--- src/rtl/core/vft_pkg.sv ---
`timescale 1ns / 1ps
`default_nettype none

package vft_pkg;

  localparam int TABLE_ENTRIES = 12;
  localparam int SLOT_W = $clog2(TABLE_ENTRIES + 1);
  localparam int IDX_W = (TABLE_ENTRIES > 1) ? $clog2(TABLE_ENTRIES) : 1;

  localparam int LEN_W = 12;
  localparam int ADDR_W = 48;
  localparam int CNT_W = 32;
  localparam int OUI_W = 24;

  localparam logic [7:0] FC_ACTION = 8'hD0;
  localparam logic [7:0] CAT_VENDOR = 8'h7F;
  localparam logic [OUI_W-1:0] OUI_WANTED = {8'h18, 8'hFE, 8'h34};
  localparam int HDR_BYTES = 39;
  localparam logic [LEN_W-1:0] LEN_RESET = LEN_W'(HDR_BYTES + 12 + 16);

  localparam logic [SLOT_W-1:0] NO_SLOT = SLOT_W'(TABLE_ENTRIES);

  typedef enum logic {
    ST_IDLE,
    ST_SCAN
  } state_t;

  typedef struct packed {
    logic go;
    logic ok;
    logic scan_end;
    logic hit;
  } ctl_in_t;

  typedef struct packed {
    logic busy;
    logic step;
    logic done_reject;
    logic done_hit;
    logic done_miss;
  } ctl_out_t;

  typedef struct packed {
    logic              en;
    logic              set_addr;
    logic [IDX_W-1:0]  idx;
    logic [ADDR_W-1:0] addr;
    logic [CNT_W-1:0]  count;
  } tbl_wr_t;

endpackage

`default_nettype wire

--- src/rtl/core/vendor_frame_source_tally.sv ---
// An accepted frame is scanned through the table, one slot compared per cycle through a single
// 48-bit comparator; a rejected frame ends the scan before any slot is compared, a hit at slot i
// ends it there and a miss ends it after all known sources. The result strobe is registered.
// A new frame is taken only once busy has dropped after the last result; the receiver cannot stall.
// Synchronous active-low reset clears the raw frame counter and the fill count, restores the
// minimum length to 67, and leaves the table contents undefined until written.
`timescale 1ns / 1ps
`default_nettype none

module vendor_frame_source_tally (
  input  wire logic                          clk,
  input  wire logic                          rst_n,
  input  wire logic                          start,
  output logic                               busy,
  input  wire logic                          in_is_management,
  input  wire logic [vft_pkg::LEN_W-1:0]     in_frame_length,
  input  wire logic [7:0]                    in_frame_control,
  input  wire logic [7:0]                    in_action_category,
  input  wire logic [vft_pkg::OUI_W-1:0]     in_vendor_oui,
  input  wire logic [vft_pkg::ADDR_W-1:0]    in_source_address,
  output logic                               out_valid,
  output logic                               out_accepted,
  output logic      [vft_pkg::CNT_W-1:0]     out_raw_total,
  output logic      [vft_pkg::SLOT_W-1:0]    out_matched_slot,
  output logic      [vft_pkg::CNT_W-1:0]     out_slot_frames,
  output logic      [vft_pkg::SLOT_W-1:0]    out_sources_known,
  input  wire logic                          cfg_valid,
  output logic                               cfg_ready,
  input  wire logic [vft_pkg::LEN_W-1:0]     cfg_data
);

  logic [vft_pkg::LEN_W-1:0]  min_len_r;
  logic                       ok_r;
  logic [vft_pkg::ADDR_W-1:0] sa_r;
  logic [vft_pkg::SLOT_W-1:0] idx_r;
  logic [vft_pkg::SLOT_W-1:0] idx_nxt;
  logic [vft_pkg::SLOT_W-1:0] used_r;
  logic [vft_pkg::CNT_W-1:0]  raw_r;
  logic                       out_valid_r;
  logic                       out_accepted_r;
  logic [vft_pkg::CNT_W-1:0]  out_raw_total_r;
  logic [vft_pkg::SLOT_W-1:0] out_matched_slot_r;
  logic [vft_pkg::CNT_W-1:0]  out_slot_frames_r;
  logic [vft_pkg::SLOT_W-1:0] out_sources_known_r;

  logic                       go;
  logic                       ok_nxt;
  logic [vft_pkg::ADDR_W-1:0] rd_addr;
  logic [vft_pkg::CNT_W-1:0]  rd_count;
  logic [vft_pkg::CNT_W-1:0]  count_inc;
  logic [vft_pkg::CNT_W-1:0]  raw_inc;
  logic                       has_room;
  vft_pkg::ctl_in_t           ci;
  vft_pkg::ctl_out_t          co;
  vft_pkg::tbl_wr_t           wr;

  assign cfg_ready = 1'b1;
  assign go = start && !co.busy;
  assign busy = co.busy;

  assign ok_nxt = in_is_management && (in_frame_length >= min_len_r) &&
                  (in_frame_control == vft_pkg::FC_ACTION) &&
                  (in_action_category == vft_pkg::CAT_VENDOR) &&
                  (in_vendor_oui == vft_pkg::OUI_WANTED);

  assign count_inc = rd_count + vft_pkg::CNT_W'(1);
  assign raw_inc   = raw_r + vft_pkg::CNT_W'(1);
  assign has_room  = used_r < vft_pkg::NO_SLOT;

  assign ci.go       = go;
  assign ci.ok       = ok_r;
  assign ci.scan_end = (idx_r == used_r);
  assign ci.hit      = (rd_addr == sa_r);

  vft_ctrl u_ctrl (
    .clk   (clk),
    .rst_n (rst_n),
    .ci    (ci),
    .co    (co)
  );

  always_comb begin
    wr          = '0;
    wr.addr     = sa_r;
    if (co.done_hit) begin
      wr.en    = 1'b1;
      wr.idx   = idx_r[vft_pkg::IDX_W-1:0];
      wr.count = count_inc;
    end else if (co.done_miss && has_room) begin
      wr.en       = 1'b1;
      wr.set_addr = 1'b1;
      wr.idx      = used_r[vft_pkg::IDX_W-1:0];
      wr.count    = vft_pkg::CNT_W'(1);
    end
  end

  always_comb begin
    idx_nxt = idx_r;
    if (go) begin
      idx_nxt = '0;
    end else if (co.step) begin
      idx_nxt = idx_r + vft_pkg::SLOT_W'(1);
    end
  end

  vft_table u_table (
    .clk      (clk),
    .wr       (wr),
    .rd_idx   (idx_nxt[vft_pkg::IDX_W-1:0]),
    .rd_addr  (rd_addr),
    .rd_count (rd_count)
  );

  always_ff @(posedge clk) begin
    if (!rst_n) begin
      min_len_r   <= vft_pkg::LEN_RESET;
      used_r      <= '0;
      raw_r       <= '0;
      out_valid_r <= 1'b0;
    end else begin
      if (cfg_valid && cfg_ready) begin
        min_len_r <= cfg_data;
      end
      out_valid_r <= co.done_reject || co.done_hit || co.done_miss;
      if (co.done_hit || co.done_miss) begin
        raw_r <= raw_inc;
      end
      if (co.done_miss && has_room) begin
        used_r <= used_r + vft_pkg::SLOT_W'(1);
      end
    end
  end

  always_ff @(posedge clk) begin
    if (go) begin
      ok_r  <= ok_nxt;
      sa_r  <= in_source_address;
    end
    idx_r <= idx_nxt;
    if (co.done_reject) begin
      out_accepted_r      <= 1'b0;
      out_raw_total_r     <= raw_r;
      out_matched_slot_r  <= vft_pkg::NO_SLOT;
      out_slot_frames_r   <= '0;
      out_sources_known_r <= used_r;
    end else if (co.done_hit) begin
      out_accepted_r      <= 1'b1;
      out_raw_total_r     <= raw_inc;
      out_matched_slot_r  <= idx_r;
      out_slot_frames_r   <= count_inc;
      out_sources_known_r <= used_r;
    end else if (co.done_miss) begin
      out_accepted_r  <= 1'b1;
      out_raw_total_r <= raw_inc;
      if (has_room) begin
        out_matched_slot_r  <= used_r;
        out_slot_frames_r   <= vft_pkg::CNT_W'(1);
        out_sources_known_r <= used_r + vft_pkg::SLOT_W'(1);
      end else begin
        out_matched_slot_r  <= vft_pkg::NO_SLOT;
        out_slot_frames_r   <= '0;
        out_sources_known_r <= used_r;
      end
    end
  end

  assign out_valid         = out_valid_r;
  assign out_accepted      = out_accepted_r;
  assign out_raw_total     = out_raw_total_r;
  assign out_matched_slot  = out_matched_slot_r;
  assign out_slot_frames   = out_slot_frames_r;
  assign out_sources_known = out_sources_known_r;

endmodule

`default_nettype wire

--- src/rtl/core/vft_table.sv ---
`timescale 1ns / 1ps
`default_nettype none

module vft_table (
  input  wire logic                        clk,
  input  wire vft_pkg::tbl_wr_t            wr,
  input  wire logic [vft_pkg::IDX_W-1:0]   rd_idx,
  output logic      [vft_pkg::ADDR_W-1:0]  rd_addr,
  output logic      [vft_pkg::CNT_W-1:0]   rd_count
);

  logic [vft_pkg::ADDR_W-1:0] addr_mem [vft_pkg::TABLE_ENTRIES];
  logic [vft_pkg::CNT_W-1:0]  count_mem [vft_pkg::TABLE_ENTRIES];
  logic [vft_pkg::ADDR_W-1:0] rd_addr_r;
  logic [vft_pkg::CNT_W-1:0]  rd_count_r;

  always_ff @(posedge clk) begin
    if (wr.en) begin
      count_mem[wr.idx] <= wr.count;
      if (wr.set_addr) begin
        addr_mem[wr.idx] <= wr.addr;
      end
    end
    rd_addr_r  <= addr_mem[rd_idx];
    rd_count_r <= count_mem[rd_idx];
  end

  assign rd_addr  = rd_addr_r;
  assign rd_count = rd_count_r;

endmodule

`default_nettype wire

--- src/rtl/core/vft_ctrl.sv ---
`timescale 1ns / 1ps
`default_nettype none

module vft_ctrl (
  input  wire logic              clk,
  input  wire logic              rst_n,
  input  wire vft_pkg::ctl_in_t  ci,
  output vft_pkg::ctl_out_t      co
);

  vft_pkg::state_t state_r;
  vft_pkg::state_t state_nxt;

  always_ff @(posedge clk) begin
    if (!rst_n) begin
      state_r <= vft_pkg::ST_IDLE;
    end else begin
      state_r <= state_nxt;
    end
  end

  always_comb begin
    state_nxt = state_r;
    unique case (state_r)
      vft_pkg::ST_IDLE: begin
        if (ci.go) begin
          state_nxt = vft_pkg::ST_SCAN;
        end
      end
      vft_pkg::ST_SCAN: begin
        if (!ci.ok || ci.scan_end || ci.hit) begin
          state_nxt = vft_pkg::ST_IDLE;
        end
      end
      default: state_nxt = vft_pkg::ST_IDLE;
    endcase
  end

  always_comb begin
    co = '0;
    unique case (state_r)
      vft_pkg::ST_IDLE: begin
        co = '0;
      end
      vft_pkg::ST_SCAN: begin
        co.busy = 1'b1;
        if (!ci.ok) begin
          co.done_reject = 1'b1;
        end else if (ci.scan_end) begin
          co.done_miss = 1'b1;
        end else if (ci.hit) begin
          co.done_hit = 1'b1;
        end else begin
          co.step = 1'b1;
        end
      end
      default: co = '0;
    endcase
  end

endmodule

`default_nettype wire

--- config.mk ---
export PLATFORM = sky130hd
export DESIGN_NAME = vendor_frame_source_tally
export DESIGN_NICKNAME = d
export VERILOG_FILES = /design/src/rtl/core/vft_pkg.sv /design/src/rtl/core/vendor_frame_source_tally.sv /design/src/rtl/core/vft_table.sv /design/src/rtl/core/vft_ctrl.sv
export SDC_FILE = /design/constraint.sdc
export NUM_CORES = 2
export LEC_CHECK = 0
export BUFFER_PORTS_ARGS = -buffer_cell sky130_fd_sc_hd__buf_2
export CELL_PAD_IN_SITES_DETAIL_PLACEMENT = 1
export CELL_PAD_IN_SITES_GLOBAL_PLACEMENT = 1
export CORE_UTILIZATION = 51
export CTS_CLUSTER_SIZE = 24
export DETAILED_ROUTE_END_ITERATION = 6
export PLACE_DENSITY = 0.78
export REMOVE_ABC_BUFFERS = 1
export SKIP_LAST_GASP = 1
export SLEW_MARGIN = 20
export SYNTH_ARGS = -nofsm -noshare
export SYNTH_HDL_FRONTEND = slang
export SYNTH_SLANG_ARGS = --single-unit
export TNS_END_PERCENT = 50
--- constraint.sdc ---
create_clock -name clk -period 7.1 [get_ports clk]
set_input_delay 0.71 -clock clk [delete_from_list [all_inputs] [get_ports clk]]
set_output_delay 0.71 -clock clk [all_outputs]
set_load 0.02 [all_outputs]
==> results by group <==
Min path
  – Type of the worst min-delay path: in -> reg

Placement
  – I/O Buffers: 191
  – Hpwl dp: 69.9 mm
  – DP Worst Slack: 1210 ps
  – Dpl cells: 4572
  – Routability cong.: 0.803

Timing
  – RSZ-0062 raised after global routing: false
  – Fin. max-slew vios: 0
  – Final Cycle Share: 85.0%
  – Setup-failing EPs final: 0
  – Final min period: 6040 ps
  – TNS Setup: 0 ps
  – Final hold violations: 0
  – Worst slew pin tran: 1090 ps
  – Setup slack after layout: 1060 ps
  – Setup Skew: 35.1 ps
  – Max_slew headroom: 27.5%
  – F_max: 166 MHz

Power and ir drop
  – Sequential Power Share: 53.5%
  – PD cells: 277 mW/mm^2
  – Post-layout total power: 14.7 mW
  – Switching Power: 3.05 mW
  – Logic gate share of total power: 2.2%
  – VDD IR-drop max: 0.000219 V
  – Part of the power in the clock network: 44.3%
  – Internal: 11.7 mW
  – Sw Ratio: 20.7%
  – LEAKAGE: 19.7 nW

Synth
  – Mapped Avg Cell Area: 14.0 sq um
  – Synth cell count leaders: edfxtp_1 (1045), nand2_1 (632), a21oi_1 (275)
  – Count of cell types in the netlist: 60
  – Synth warn: 0
  – Ys async rst share: 0%
  – Netlist Area Pre-Place: 0.0471 sq mm
  – Sequential element share of the synthesized area: 73.9%
  – Most common cell in the netlist: edfxtp_1
  – Post-synthesis register bit count: 1216
  – Post-synth top area cell: edfxtp_1
  – EDFF count, synth: 1045
  – Synth area leaders: edfxtp_1 (67%), dfxtp_1 (7.3%), nand2_1 (5.0%)
  – Most used DFF post-synth: edfxtp_1
  – Cells after Synth: 3352
  – Yosys top cell area share: 66.7%

Worst setup path
  – Crit end category: flip-flop
  – Critical path fanouts, max: 184
  – Critical path type: reg -> reg
  – Critical Path RT: 7680 ps
  – Arr. time, crit path: 6620 ps
  – CP startpoint kind: flip-flop

Global route
  – Largest net degree at the start of global routing: 185
  – Number of global-route vias before repair: 32000
  – First-pass GRT wire length: 197 mm
  – Gr usage total: 28.0%
  – Initial antenna violation count: 4
  – Grt ovf: 0

CTS
  – Worst skew pair latency: 720 ps
  – Hold buffers post-CTS: 0
  – Post-CTS Resized: 0
  – Number of buffers created by CTS: 119
  – Worst-path clk slew: 60 ps
  – Post-CTS setup buffers: 0
  – Longest Clk Path Bufs: 3
  – H-tree depth: 3
  – CTS root buffer: clkbuf_16
  – Sinks on Clock Net: 1216
  – CTS tree: built

Final layout
  – Utilization after layout: 58.2%
  – Multi-input logic area: 0.0114 sq mm
  – ANT cells: 0
  – Fin cells: 4796
  – Nets: 3641
  – Area grow syn2layout: 13.1%
  – FF+latch area: 0.0348 sq mm
  – Fraction of layout cells with a size suffix above 1: 13.2%
  – Fill cells: 8621

Detailed routing
  – Met2 routed WL: 67.6 mm
  – Total number of vias: 29800
  – DRT Wirelength: 132 mm
  – Vias per std cell: 6.21
  – DRT iter0 DRCs: 3053
  – Met1 WL: 52.2 mm
  – Top sig layer: met5
  – DRC Markers: 0
  – Antenna Nets Post-Route: 0
  – DRT Pass-1 Iters: 5
  – DR WL met3: 8.53 mm
  – Wire per inst: 27.5 um

Die
  – Placeable core area: 0.0915 sq mm
  – DIE AREA: 0.0935 sq mm
  – IO Pins: 193
  – Cell row count: 111
  – Die Width: 306 um
  – Initial Utilization: 51.4%
  – Die Y: 306 um

Run status
  – Status: finished, final reports clean

Flow run
  – Max Cap Viol: 0
## sequential cells by signal, summed over array words and instances, names as in the netlist
name,count
idx_r,4
min_len_r,12
ok_r,1
out_accepted,1
out_matched_slot,4
out_raw_total,32
out_slot_frames,32
out_sources_known,4
out_valid,1
raw_r,32
sa_r,48
u_ctrl.state_r,1
u_table.addr_mem,576
u_table.count_mem,384
u_table.rd_addr,48
u_table.rd_count,32
used_r,4
## stage by stage
step / hold WS [ps] / cell area [sq um]
floorplan: 436 / 46100
global placement: 449 / 49200
detailed placement: 461 / 49200
CTS: 130 / 53200
global route: 153 / 53200
finish: 170 / 53200
## final timing paths
check	start	end	slack (ps)	cells after the start
min	in_source_address[46]	sa_r[46]$_DFFE_PP_	170	1
max reg2reg	sa_r[24]$_DFFE_PP_	u_table.rd_addr[37]$_DFF_P_	1060	11
max	sa_r[24]$_DFFE_PP_	u_table.rd_addr[37]$_DFF_P_	1060	11
min reg2reg	out_matched_slot[1]$_SDFFE_PP0P_	out_matched_slot[1]$_SDFFE_PP0P_	470	2
## final cells by class
cell class / instances / share of cell area [%]
clock buffers: 167 / 6.34
multi-input cells: 1904 / 21.4
flip-flops and latches: 1216 / 65.4
repair buffers: 243 / 2.70
inverters: 23 / 0.200
clock inverters: 57 / 1.18
well taps: 1186 / 2.79
## layer usage
metal / vias up / global-route usage (%)
met5: - / 0
met3: 257 / 4.32
met4: 6 / 9.48
met1: 15400 / 35.5
met2: 1215 / 48.8
li1: 12900 / -
## power by group through the flow
| stage | Sequential [mW] | Clock [mW] | Combinational, mW |
|---|---|---|---|
| after floorplan | 8.01 | 0 | 0.165 |
| after global placement | 8.01 | 0 | 0.308 |
| after detailed placement | 8.02 | 0 | 0.326 |
| after CTS | 7.87 | 6.57 | 0.332 |
| after global routing | 7.88 | 6.81 | 0.353 |
| final | 7.87 | 6.52 | 0.330 |
## cell usage in the layout (no fill, tap or decap), types with 79 or more instances in the layout
master     count
nor2_1       100
buf_2        191
nand2_1      632
clkbuf_16    123
edfxtp_1    1045
a31oi_1       79
mux2i_1       89
xor2_1        87
a221o_1       80
a22oi_1       79
dfxtp_1      171
and3_1        89
a21oi_1      275
## cell families (layout without fill, tap and decap cells)
group / after synthesis / in the layout / share of synthesized area (%)
DFF: 1216 / 1216 / 73.9
xor gates and xnor gates: 135 / 135 / 2.51
and+or+nand+nor: 1014 / 1014 / 9.47
buffers and inverters: 232 / 490 / 2.34
other: 1 / 1 / 0.00797
muxes: 96 / 96 / 2.07
adders and majority gates: 17 / 17 / 0.452
AOI/OAI and AO/OA: 641 / 641 / 9.19
## critical path, stage by stage, from the launching register on
cell      delay (ps)
edfxtp_1         620
xor2_1           260
nor4_1           910
nand4_1          570
o31ai_4          520
mux2_8           780
clkinv_8         800
buf_12           500
nand2_1          130
and3_1           170
a31oi_1           60
a221o_1          420
No activity file was read; power rests on OpenSTA's default activity.
